### src/sv/md5_digest_engine_macros.svh
// Assertion macros for the MD5 digest engine
`ifndef MD5_DIGEST_ENGINE_MACROS_SVH
`define MD5_DIGEST_ENGINE_MACROS_SVH
// assert that cond implies next-cycle result
`define MD5_ASSERT_NEXT(label, clk, rst_n, ante, cons, msg) \
  label: assert property (@(posedge clk) disable iff (!rst_n) (ante) |=> (cons)) \
    else $error(msg);
// assert that cond implies same-cycle result
`define MD5_ASSERT_IMPL(label, clk, rst_n, ante, cons, msg) \
  label: assert property (@(posedge clk) disable iff (!rst_n) (ante) |-> (cons)) \
    else $error(msg);
`endif

### src/sv/md5_pkg.sv
// ----------------------------------------------------------------------------
// md5_pkg
// Shared types and constants of the MD5 digest engine.
// ----------------------------------------------------------------------------
`default_nettype none
package md5_pkg;
  typedef struct packed {
    logic [7:0] data_byte;
    logic       byte_present;
    logic       end_of_message;
  } in_item_t;

  typedef struct packed {
    logic [7:0] digest_byte;
    logic       last_byte;
  } out_item_t;

  localparam logic [31:0] INIT_A = 32'h67452301;
  localparam logic [31:0] INIT_B = 32'hefcdab89;
  localparam logic [31:0] INIT_C = 32'h98badcfe;
  localparam logic [31:0] INIT_D = 32'h10325476;
  localparam logic [7:0]  PAD_BYTE = 8'h80;
  localparam logic [5:0]  LEN_POS = 6'd56;

  function automatic logic [31:0] round_k(input logic [5:0] i);
    logic [31:0] t [64];
    t = '{32'hd76aa478, 32'he8c7b756, 32'h242070db, 32'hc1bdceee,
          32'hf57c0faf, 32'h4787c62a, 32'ha8304613, 32'hfd469501,
          32'h698098d8, 32'h8b44f7af, 32'hffff5bb1, 32'h895cd7be,
          32'h6b901122, 32'hfd987193, 32'ha679438e, 32'h49b40821,
          32'hf61e2562, 32'hc040b340, 32'h265e5a51, 32'he9b6c7aa,
          32'hd62f105d, 32'h02441453, 32'hd8a1e681, 32'he7d3fbc8,
          32'h21e1cde6, 32'hc33707d6, 32'hf4d50d87, 32'h455a14ed,
          32'ha9e3e905, 32'hfcefa3f8, 32'h676f02d9, 32'h8d2a4c8a,
          32'hfffa3942, 32'h8771f681, 32'h6d9d6122, 32'hfde5380c,
          32'ha4beea44, 32'h4bdecfa9, 32'hf6bb4b60, 32'hbebfbc70,
          32'h289b7ec6, 32'heaa127fa, 32'hd4ef3085, 32'h04881d05,
          32'hd9d4d039, 32'he6db99e5, 32'h1fa27cf8, 32'hc4ac5665,
          32'hf4292244, 32'h432aff97, 32'hab9423a7, 32'hfc93a039,
          32'h655b59c3, 32'h8f0ccc92, 32'hffeff47d, 32'h85845dd1,
          32'h6fa87e4f, 32'hfe2ce6e0, 32'ha3014314, 32'h4e0811a1,
          32'hf7537e82, 32'hbd3af235, 32'h2ad7d2bb, 32'heb86d391};
    return t[i];
  endfunction

  function automatic logic [4:0] round_s(input logic [5:0] i);
    logic [4:0] s;
    case ({i[5:4], i[1:0]})
      4'd0: s = 5'd7;   4'd1: s = 5'd12;  4'd2: s = 5'd17;  4'd3: s = 5'd22;
      4'd4: s = 5'd5;   4'd5: s = 5'd9;   4'd6: s = 5'd14;  4'd7: s = 5'd20;
      4'd8: s = 5'd4;   4'd9: s = 5'd11;  4'd10: s = 5'd16; 4'd11: s = 5'd23;
      4'd12: s = 5'd6;  4'd13: s = 5'd10; 4'd14: s = 5'd15; 4'd15: s = 5'd21;
      default: s = 5'd7;
    endcase
    return s;
  endfunction

  function automatic logic [3:0] round_g(input logic [5:0] i);
    logic [3:0] g;
    case (i[5:4])
      2'd0: g = i[3:0];
      2'd1: g = 4'(5 * i[3:0] + 1);
      2'd2: g = 4'(3 * i[3:0] + 5);
      default: g = 4'(7 * i[3:0]);
    endcase
    return g;
  endfunction
endpackage
`default_nettype wire

### src/sv/md5_round.sv
// ----------------------------------------------------------------------------
// md5_round
// One MD5 round step: mixing function, adds and left rotate.
// ----------------------------------------------------------------------------
`default_nettype none
module md5_round (
  input  wire logic [5:0]  idx,
  input  wire logic [31:0] a,
  input  wire logic [31:0] b,
  input  wire logic [31:0] c,
  input  wire logic [31:0] d,
  input  wire logic [31:0] m,
  output logic      [31:0] b_new
);
  logic [31:0] f;
  logic [31:0] sum;
  logic [4:0]  s;
  logic [63:0] dbl;

  always_comb begin
    case (idx[5:4])
      2'd0: f = (b & c) | (~b & d);
      2'd1: f = (b & d) | (c & ~d);
      2'd2: f = b ^ c ^ d;
      default: f = c ^ (b | ~d);
    endcase
    sum = f + a + md5_pkg::round_k(idx) + m;
    s = md5_pkg::round_s(idx);
    dbl = {sum, sum} << s;
    b_new = b + dbl[63:32];
  end
endmodule
`default_nettype wire

### src/sv/md5_digest_engine.sv
// ----------------------------------------------------------------------------
// md5_digest_engine
// MD5 over a byte stream, one shared round unit stepped 64 times per block.
// ----------------------------------------------------------------------------
// Use: each in_ transfer carries at most one message byte and an end mark.
// Bytes are stored in a 64-byte block memory; a byte that completes a block
// starts the round sequencer, which steps the single round unit through the
// 64 rounds and then folds the result into the chaining words. The memory is
// read one 32-bit word a cycle, so every round is preceded by a read state
// (S_RD, then S_RND). A plain byte is taken without leaving the idle state;
// a block-completing byte keeps in_ready low until its block is hashed.
// On an end mark the sequencer writes 0x80, zero padding and the 8 length
// bytes one per cycle (hashing one or two blocks), then sends the 16 digest
// bytes, A to D, least significant byte first, last_byte on the final one.
// in_ready is low throughout that work. out_data comes combinationally from
// the chaining words; a stalled receiver simply holds the sequencer in the
// output state. Reset restores the MD5 initial chain and a zero bit count.
// ----------------------------------------------------------------------------
`default_nettype none
`include "md5_digest_engine_macros.svh"
module md5_digest_engine (
  input  wire logic              clk,
  input  wire logic              rst_n,
  input  wire logic              in_valid,
  output logic                   in_ready,
  input  wire md5_pkg::in_item_t in_data,
  output logic                   out_valid,
  input  wire logic              out_ready,
  output md5_pkg::out_item_t     out_data
);
  typedef enum logic [2:0] {
    S_IDLE, S_PAD, S_RD, S_RND, S_FOLD, S_OUT
  } state_t;

  state_t      state_r;
  logic [31:0] ch_r [4];
  logic [31:0] rw_r [4];
  logic [63:0] bits_r;
  logic [63:0] len_r;
  logic [5:0]  pos_r;
  logic [5:0]  rnd_r;
  logic        ending_r;
  logic [3:0]  oidx_r;
  logic [31:0] m_r;
  // padding progress: 0x80 written, length goes in the current block
  logic        mark_r;
  logic        len_blk_r;

  // block memory, byte-wide lanes of 16 words
  logic [7:0]  mem0 [16];
  logic [7:0]  mem1 [16];
  logic [7:0]  mem2 [16];
  logic [7:0]  mem3 [16];

  logic        wr_en;
  logic [7:0]  wr_byte;
  logic [31:0] b_new;
  logic [7:0]  pad_sel;
  logic [31:0] oword;

  md5_round u_round (
    .idx(rnd_r), .a(rw_r[0]), .b(rw_r[1]), .c(rw_r[2]), .d(rw_r[3]),
    .m(m_r), .b_new(b_new)
  );

  assign in_ready = (state_r == S_IDLE);

  // padding byte: 0x80 first, length bytes at 56..63 of the length block
  always_comb begin
    if (!mark_r)
      pad_sel = md5_pkg::PAD_BYTE;
    else if (len_blk_r && pos_r >= md5_pkg::LEN_POS)
      pad_sel = 8'(len_r >> {pos_r[2:0], 3'b000});
    else
      pad_sel = 8'h00;
  end

  always_comb begin
    wr_en = 1'b0;
    wr_byte = in_data.data_byte;
    if (state_r == S_IDLE && in_valid && in_data.byte_present) wr_en = 1'b1;
    if (state_r == S_PAD) begin
      wr_en = 1'b1;
      wr_byte = pad_sel;
    end
  end

  always_ff @(posedge clk) begin
    if (wr_en) begin
      case (pos_r[1:0])
        2'd0: mem0[pos_r[5:2]] <= wr_byte;
        2'd1: mem1[pos_r[5:2]] <= wr_byte;
        2'd2: mem2[pos_r[5:2]] <= wr_byte;
        default: mem3[pos_r[5:2]] <= wr_byte;
      endcase
    end
    m_r <= {mem3[md5_pkg::round_g(rnd_r)], mem2[md5_pkg::round_g(rnd_r)],
            mem1[md5_pkg::round_g(rnd_r)], mem0[md5_pkg::round_g(rnd_r)]};
  end

  assign oword = ch_r[oidx_r[3:2]];

  always_ff @(posedge clk) begin
    if (!rst_n) begin
      state_r  <= S_IDLE;
      ch_r     <= '{md5_pkg::INIT_A, md5_pkg::INIT_B, md5_pkg::INIT_C, md5_pkg::INIT_D};
      rw_r     <= '{32'h0, 32'h0, 32'h0, 32'h0};
      bits_r   <= '0;
      pos_r    <= '0;
      rnd_r    <= '0;
      ending_r <= 1'b0;
      oidx_r   <= '0;
      mark_r   <= 1'b0;
      len_blk_r <= 1'b0;
      out_valid <= 1'b0;
    end else begin
      case (state_r)
        S_IDLE: begin
          if (in_valid) begin
            if (in_data.byte_present) begin
              bits_r <= bits_r + 64'd8;
              pos_r  <= pos_r + 6'd1;
            end
            if (in_data.end_of_message) begin
              ending_r <= 1'b1;
              len_r <= in_data.byte_present ? bits_r + 64'd8 : bits_r;
            end
            if (in_data.byte_present && pos_r == 6'd63) begin
              rnd_r <= '0;
              rw_r <= ch_r;
              state_r <= S_RD;
            end else if (in_data.end_of_message) begin
              state_r <= S_PAD;
            end
          end
        end
        S_PAD: begin
          // first pad byte after the message is 0x80
          pos_r <= pos_r + 6'd1;
          if (!mark_r) begin
            mark_r <= 1'b1;
            if (pos_r < md5_pkg::LEN_POS) len_blk_r <= 1'b1;
          end
          if (pos_r == 6'd63) begin
            rnd_r <= '0;
            rw_r <= ch_r;
            state_r <= S_RD;
          end
        end
        S_RD: state_r <= S_RND;
        S_RND: begin
          rw_r[0] <= rw_r[3];
          rw_r[1] <= b_new;
          rw_r[2] <= rw_r[1];
          rw_r[3] <= rw_r[2];
          rnd_r <= rnd_r + 6'd1;
          state_r <= (rnd_r == 6'd63) ? S_FOLD : S_RD;
        end
        S_FOLD: begin
          for (int j = 0; j < 4; j++) ch_r[j] <= ch_r[j] + rw_r[j];
          if (!ending_r) state_r <= S_IDLE;
          else if (len_blk_r) begin
            state_r <= S_OUT;
            oidx_r <= '0;
            out_valid <= 1'b1;
            mark_r <= 1'b0;
            len_blk_r <= 1'b0;
          end else begin
            // no room for the length here: one more padding block
            len_blk_r <= 1'b1;
            state_r <= S_PAD;
          end
        end
        S_OUT: begin
          if (out_ready) begin
            oidx_r <= oidx_r + 4'd1;
            if (oidx_r == 4'd15) begin
              out_valid <= 1'b0;
              ending_r <= 1'b0;
              ch_r <= '{md5_pkg::INIT_A, md5_pkg::INIT_B, md5_pkg::INIT_C,
                         md5_pkg::INIT_D};
              bits_r <= '0;
              state_r <= S_IDLE;
            end
          end
        end
        default: state_r <= S_IDLE;
      endcase
    end
  end

  always_comb begin
    out_data.digest_byte = 8'(oword >> {oidx_r[1:0], 3'b000});
    out_data.last_byte   = (oidx_r == 4'd15);
  end

  `MD5_ASSERT_IMPL(a_busy, clk, rst_n, state_r != S_IDLE, !in_ready, "ready while busy")
  `MD5_ASSERT_IMPL(a_outst, clk, rst_n, out_valid, state_r == S_OUT, "valid outside output")
  `MD5_ASSERT_NEXT(a_rd, clk, rst_n, state_r == S_RD, state_r == S_RND, "read not followed by round")
endmodule
`default_nettype wire
### config.mk
export PLATFORM = sky130hd
export DESIGN_NAME = md5_digest_engine
export DESIGN_NICKNAME = d
export VERILOG_FILES = /design/src/sv/md5_pkg.sv /design/src/sv/md5_round.sv /design/src/sv/md5_digest_engine.sv
export VERILOG_INCLUDE_DIRS = /design/src /design/src/sv
export SDC_FILE = /design/constraint.sdc
export NUM_CORES = 2
export LEC_CHECK = 0
export BUFFER_PORTS_ARGS = -buffer_cell sky130_fd_sc_hd__buf_4
export CORE_ASPECT_RATIO = 1.2
export CORE_MARGIN = 4
export CORE_UTILIZATION = 61
export CTS_BUF_LIST = sky130_fd_sc_hd__clkbuf_4
export DETAILED_ROUTE_END_ITERATION = 8
export PLACE_DENSITY = 0.75
export SKIP_CTS_REPAIR_TIMING = 1
export SYNTH_ARGS = -nofsm -noshare
export SYNTH_HDL_FRONTEND = slang
export SYNTH_SLANG_ARGS = --single-unit
### constraint.sdc
create_clock -name clk -period 16.6 [get_ports clk]
set_input_delay 1.66 -clock clk [delete_from_list [all_inputs] [get_ports clk]]
set_output_delay 1.66 -clock clk [all_outputs]
set_load 0.005 [all_outputs]
After elaboration in Yosys (flattened, before gate mapping)

Memories as Yosys holds them, arrays and structs flattened. A register that Yosys moved wholly into a read port is not among the register bits.
Index checks and enable logic that the tools add are counted.

Memories: 6
Memory bits (read-only): 2128
Latch bits: 0
Bits of input ports: 14
Logic and storage cells: 185
Bits in registers: 407
Output and inout port bits: 11
Bits in writable memories: 512

Shifts and indexed selects: 3
Reductions and logical operators: 24
Bitwise logic cells: 14
Magnitude comparators: 4
Divide/modulo/power cells: 0
$mul: 3
Add/sub/neg operators: 14
Mux-type cells: 75
Eq/ne operators: 24

Memory list:

| name             | depth | bits a word | read ports | clocked after memory_dff | write ports | line                    | source |
|---|---|---|---|---|---|---|---|
| (name not given) | 64    | 32          | 1          | 0                        | 0           | md5_pkg.sv:43           | `return t[i];` |
| mem0             | 16    | 8           | 1          | 1                        | 1           | md5_digest_engine.sv:50 | `logic [7:0] mem0 [16];` |
| mem1             | 16    | 8           | 1          | 1                        | 1           | md5_digest_engine.sv:51 | `logic [7:0] mem1 [16];` |
| mem2             | 16    | 8           | 1          | 1                        | 1           | md5_digest_engine.sv:52 | `logic [7:0] mem2 [16];` |
| mem3             | 16    | 8           | 1          | 1                        | 1           | md5_digest_engine.sv:53 | `logic [7:0] mem3 [16];` |
| (name not given) | 16    | 5           | 1          | 1                        | 0           | md5_pkg.sv:48           | `case ({i[5:4], i[1:0]})` |

Operators with widths:

| operator                                       | count |
|---|---|
| 2-to-1 mux 128 bit                             | 5 |
| one-hot mux 128 bit (3 select lines)           | 1 |
| adder 32 bit                                   | 8 |
| 2-to-1 mux 64 bit                              | 4 |
| one-hot mux 128 bit (2 select lines)           | 1 |
| bitwise AND 32 bit                             | 4 |
| 2-to-1 mux 32 bit                              | 4 |
| one-hot mux 64 bit (2 select lines)            | 1 |
| OR 32 bit                                      | 3 |
| one-hot mux 32 bit (3 select lines)            | 1 |
| bitwise XOR 32 bit                             | 3 |
| adder 64 x 4 -> 64 bit (second input constant) | 1 |
| binary-select mux 32 bit (select 2 bit)        | 1 |
| inverter 32 bit                                | 2 |
| left shift 64 x 5 -> 64 bit                    | 1 |
| right shift 64 x 6 -> 8 bit                    | 1 |
| right shift 32 x 5 -> 8 bit                    | 1 |
| 2-to-1 mux 6 bit                               | 5 |
| 2-to-1 mux 3 bit                               | 9 |
| 2-to-1 mux 1 bit                               | 26 |
| 2-to-1 mux 8 bit                               | 3 |
| 2-to-1 mux 4 bit                               | 5 |
| AND reduction 4 bit                            | 5 |
| one-hot mux 3 bit (6 select lines)             | 1 |
| other kinds (34)                               | 65 |

Longest topological paths before layout

Depth after elaboration: 10
Mapped depth: 40
Depth with buffers taken out: 38

Modules after synthesis

Synthesis repeated with hierarchy kept, for this count alone.

Cells, all modules: 5571
Area total of the unflattened synthesis: 56411.6 um2

By module, submodules not included:

| module            | sequential area each (um2) | area each (um2) | cells each | instances |
|---|---|---|---|---|
| md5_digest_engine | 24653.6                    | 44077.3         | 3714       | 1 |
| md5_round         | 0.0                        | 12334.3         | 1857       | 1 |

Least setup slack after synthesis

OpenSTA, ideal clock, no wires.

Path kind: register -> register
Start: register rnd_r[0]
End: register rw_r[94] (netlist name)
Required time: 16.485 ns
Cell stages (with the launch flop): 39
Data arrival time: 8.977 ns
Path buffers: 1
Library setup time: 0.115 ns
Period minus slack after synthesis: 9.092 ns
Path slack: 7.508 ns
Cell sequence: dfxtp_1 clkinv_1 ha_1 clkbuf_1 inv_1 a211oi_1 a31oi_1 mux4_2 fa_1 inv_1 fa_1 inv_1 ha_1 inv_1 fa_1 nor2b_1 o2111ai_1 a21oi_1 (+3 left out) xnor2_1 mux4_2 mux2i_1 mux2_2 a21oi_1 ha_1 fa_1 a21oi_1 o21ai_0 a21boi_0 o21bai_1 a21oi_1 a21oi_1 a221o_1 a41oi_1 a21oi_1 or4_1 and3_1

Cells in the longest elaborated chain, start to end: 9

Ends and longest elaborated chain:

| element                                              | line                     | source |
|---|---|---|
| start, declared                                      | md5_digest_engine.sv:41  | `logic [5:0] rnd_r;` |
| start signal, assigned                               | md5_digest_engine.sv:156 | `rnd_r <= rnd_r + 6'd1;` |
| inverter 6 -> 7 bit (not written as such)            | md5_pkg.sv:43            |  |
| memory (64 x 32 bit)                                 | --                       |  |
| 2-to-1 mux 32 bit (not written as such) (2 in a row) | md5_pkg.sv:43            |  |
| adder 32 bit (2 in a row)                            | md5_round.sv:27          | `sum = f + a + md5_pkg::round_k(idx) + m;` |
| left shift 64 x 5 -> 64 bit                          | md5_round.sv:29          | `dbl = {sum, sum} << s;` |
| adder 32 bit                                         | md5_round.sv:30          | `b_new = b + dbl[63:32];` |
| one-hot mux 128 bit (3 select lines)                 | md5_digest_engine.sv:117 | `case (state_r)` |
| end signal, assigned                                 | md5_digest_engine.sv:107 | `rw_r <= '{32'h0, 32'h0, 32'h0, 32'h0};` |
| end signal, assigned                                 | md5_digest_engine.sv:130 | `rw_r <= ch_r;` |
| end signal, assigned                                 | md5_digest_engine.sv:146 | `rw_r <= ch_r;` |
| end, declared                                        | md5_digest_engine.sv:37  | `logic [31:0] rw_r [4];` |

No other way between the ends. The select of a mux whose other input is x is not followed.
A chain may end at the register's enable or synchronous reset.

Final worst setup path

Start: register rnd_r[1]
End: register rw_r[94] (netlist name)

Same word-level chain as after synthesis.

==> flow_summary.yaml <==
run_status:
  status: "completed"
timing:
  setup-tns-final_ns: 0
  finalSetupViolCount: 0
  max_freq_ghz: 0.0912
  rsz0062_at_grt: "false"
  maxSlewViolCount: 0
  layout_min_cycle_time_ns: 10.97
  relSlewSlack_pct: 26.4
  whs_ns: 0.481
  skew_ns: 0.0943
  period_share_pct: 66.1
  worstMarginPinSlew_ns: 1.10
  hold_viol_final: 0
setup_path:
  crit_top_cell: "a21oi_1"
  cp.arrival_ns: 11.94
  reg2reg_depth: 35
  critical_path_required_ns: 17.57
  critPathLaunchType: "flop"
  crit_path_end_kind: "flop"
  cp_max_fo: 29
  slowest_delay_ns: 0.73
  cp_top_family: "compound AO/OA/AOI/OAI gates"
  path_depth: 35
  path_buf_inv: 4
  setup.worst_path.class: "flop to flop"
  startpoint: "rnd_r[1]$_SDFFE_PN0P_"
  reg2reg_to: "rw_r[94]$_SDFFE_PN0P_"
  crit_slowest_cell: "ha_1"
  r2r_start: "rnd_r[1]$_SDFFE_PN0P_"
  rrSetupSlack_ns: 5.63
  cp-endpoint: "rw_r[94]$_SDFFE_PN0P_"
cts:
  cts_sinks: 950
  cts_buffers: 227
  clock-root-buffer: "clkbuf_4"
  htreeDepth: 4
  clk_latency_ns: 1.15
  ctsLongestPathBuffers: 3
  cts_tree: "done"
  clkTransAtPathRegs_ns: 0.07
floorplanning:
  rows: 121
  die_area_mm2: 0.0964
  core_mm2: 0.0907
  io_pins: 25
  die_height_um: 339
  die_x_um: 284
  start_util_pct: 61.5
global_routing:
  grt_overflow_total: 0
  grt_pass1_wl_um: 251000
  antenna_found_initial: 6
  grt_pass1_vias: 42400
  grt_max_degree: 129
  grt_use_total_pct: 33.6
logic_synthesis:
  synthFlopType: "edfxtp_1"
  yosysMostFrequentCell: "edfxtp_1"
  synth_area_mm2: 0.0558
  async_flop_share_pct: 0
  synth_edf_count: 573
  synthDistinctLibCells: 97
  yosysTopAreaCell: "edfxtp_1"
  synth_common_cells: "edfxtp_1, nor2_1, nand2_1"
  syn_inst: 5269
  ys_seq_area_share_pct: 44.4
  ys_top_cells_by_area: "edfxtp_1, dfxtp_1, mux4_2"
  syn_avg_cell_area_um2: 10.6
  syn_nets: 5577
  ys_warn_count: 0
  yosysTopAreaCellShare_pct: 30.8
  synth_seq_cells: 950
pwr:
  clkPwrFrac_pct: 32.3
  p_total_uw: 5930
  p_leak_uw: 0.0220
  power.internal_uw: 4090
  power_density_mw_per_mm2: 99.2
  swShare_pct: 31.1
  seqPwrFrac_pct: 44.8
  power_switching_uw: 1840
  comb_power_share_pct: 22.9
  ir_drop_mv: 0.0890
detailed_routing:
  ant_nets: 0
  num_vias: 43700
  drt-total-wl_um: 164000
  drc: 0
  avgViaCountPerCell: 6.62
  drt_iter0_markers: 4782
  drt_pre_antenna_iters: 9
  detail_route.wl_per_cell_um: 24.8
finish:
  fin_nets: 5555
  final_cells: 6606
  n_fill_cell: 6983
  seq_area_mm2: 0.0248
  drive_gt1_share_pct: 14.6
  area_growth_pct: 7.15
  final_area_mm2: 0.0598
  multi_input_area_mm2: 0.0291
place:
  place_inst: 6186
  place_area_mm2: 0.0568
  io_buffers: 24
  gp_congestion: 0.977
  hpwl_um: 114000
worst_hold_path:
  whs_path_depth: 2
  hold_path_class: "flop to flop"
job:
  cap_violations: 0
## placed cells by master, fill, tap and decap left out, types with 20 or more instances in the layout
cell	n
o31ai_1	31
a21boi_0	48
mux4_2	213
nor2_1	440
a31oi_1	42
ha_1	226
a21oi_1	343
o21ai_0	273
a211o_1	20
nand2_1	378
buf_4	80
or2_2	42
o221ai_1	75
nand3_1	121
clkinv_1	49
clkbuf_4	349
a22oi_1	75
mux2_2	25
and3_1	36
a22o_1	42
a21o_1	88
edfxtp_1	573
fa_1	68
o211ai_1	83
a211oi_1	84
dfxtp_1	371
nand2b_1	32
mux2i_1	93
o21a_1	34
xor2_1	95
or3_1	25
o21ai_1	23
xnor2_1	172
o22ai_1	63
nand4_1	32
inv_1	201
nor2b_1	110
nor3_1	70
and2_1	39
## worst register-to-register path, delay by kind of cell, from the launching register on
family,cells,cell delay [ns]
AO/OA/AOI/OAI,16,3.73
XOR/XNOR,1,0.14
buffers and inverters,4,1.31
adder cells (fa/ha/maj),6,2.91
flip-flops,1,0.31
multiplexers,3,0.93
AND/OR/NAND/NOR,5,1.55
## power by group through the flow
| stage | clock [µW] | combinational (µW) | sequential, µW |
|---|---|---|---|
| floorplan | 0 | 975 | 2690 |
| global placement | 0 | 1320 | 2710 |
| detailed placement | 0 | 1340 | 2710 |
| CTS | 1950 | 1350 | 2660 |
| global route | 2090 | 1480 | 2660 |
| finish | 1910 | 1360 | 2660 |
## routing by layer
| layer | global-route usage [%] | vias to the layer above | part of all wire, % |
|---|---|---|---|
| li1 | - | 20000 | - |
| met1 | 40.8 | 21100 | 37 |
| met2 | 55.4 | 2081 | 48 |
| met3 | 6.54 | 538 | 7.6 |
| met4 | 21.3 | 4 | 7.3 |
| met5 | 0 | - | 0.016 |
## final cells by class
type / instances / area share [%]
diodes: 3 / 0.0126
clock buffers: 349 / 4.38
clock inverters: 68 / 0.576
inverters: 211 / 1.32
multi-input cells: 3773 / 48.7
flip-flops and latches: 950 / 41.4
well taps: 1168 / 2.44
repair buffers: 84 / 1.12
## stage by stage
| step | setup WS (ns) | util [%] |
|---|---|---|
| global placement | 6.11 | 62.6 |
| floorplan | 7.51 | - |
| detailed placement | 5.91 | 62.6 |
| finish | 5.63 | 65.9 |
| global route | 4.88 | 65.9 |
| CTS | 5.89 | 65.9 |
## how the worst min path moves through the flow
stage | from | to
after detailed placement | out_valid$_SDFFE_PN0P_ | out_valid$_SDFFE_PN0P_
after CTS | ch_r[115]$_SDFFE_PN0P_ | rw_r[115]$_SDFFE_PN0P_
after global placement | out_valid$_SDFFE_PN0P_ | out_valid$_SDFFE_PN0P_
final | ch_r[115]$_SDFFE_PN0P_ | rw_r[115]$_SDFFE_PN0P_
after global routing | ch_r[47]$_SDFFE_PN1P_ | rw_r[47]$_SDFFE_PN0P_
after floorplan | bits_r[16]$_SDFFE_PN0P_ | bits_r[16]$_SDFFE_PN0P_
## flip-flops by register name, summed over array words and instances, names as in the netlist
name and flops:
pos_r 6, rnd_r 6, ch_r 128, m_r 32
rw_r 128, mem0 128, u_round.s 5, mem2 128
mark_r 1, oidx_r 4, bits_r 61, out_valid 1
ending_r 1, mem1 128, mem3 128, state_r 3
len_blk_r 1, len_r 61
## cell families after synthesis
logic type	share of synthesized area, %
simple gates	11.7
xor+xnor	4.24
fa+ha+maj	7.51
mux	10.9
buf+inv	3.75
compound gates	17.6
flops	44.4
Power figures use the tool's default switching activity.
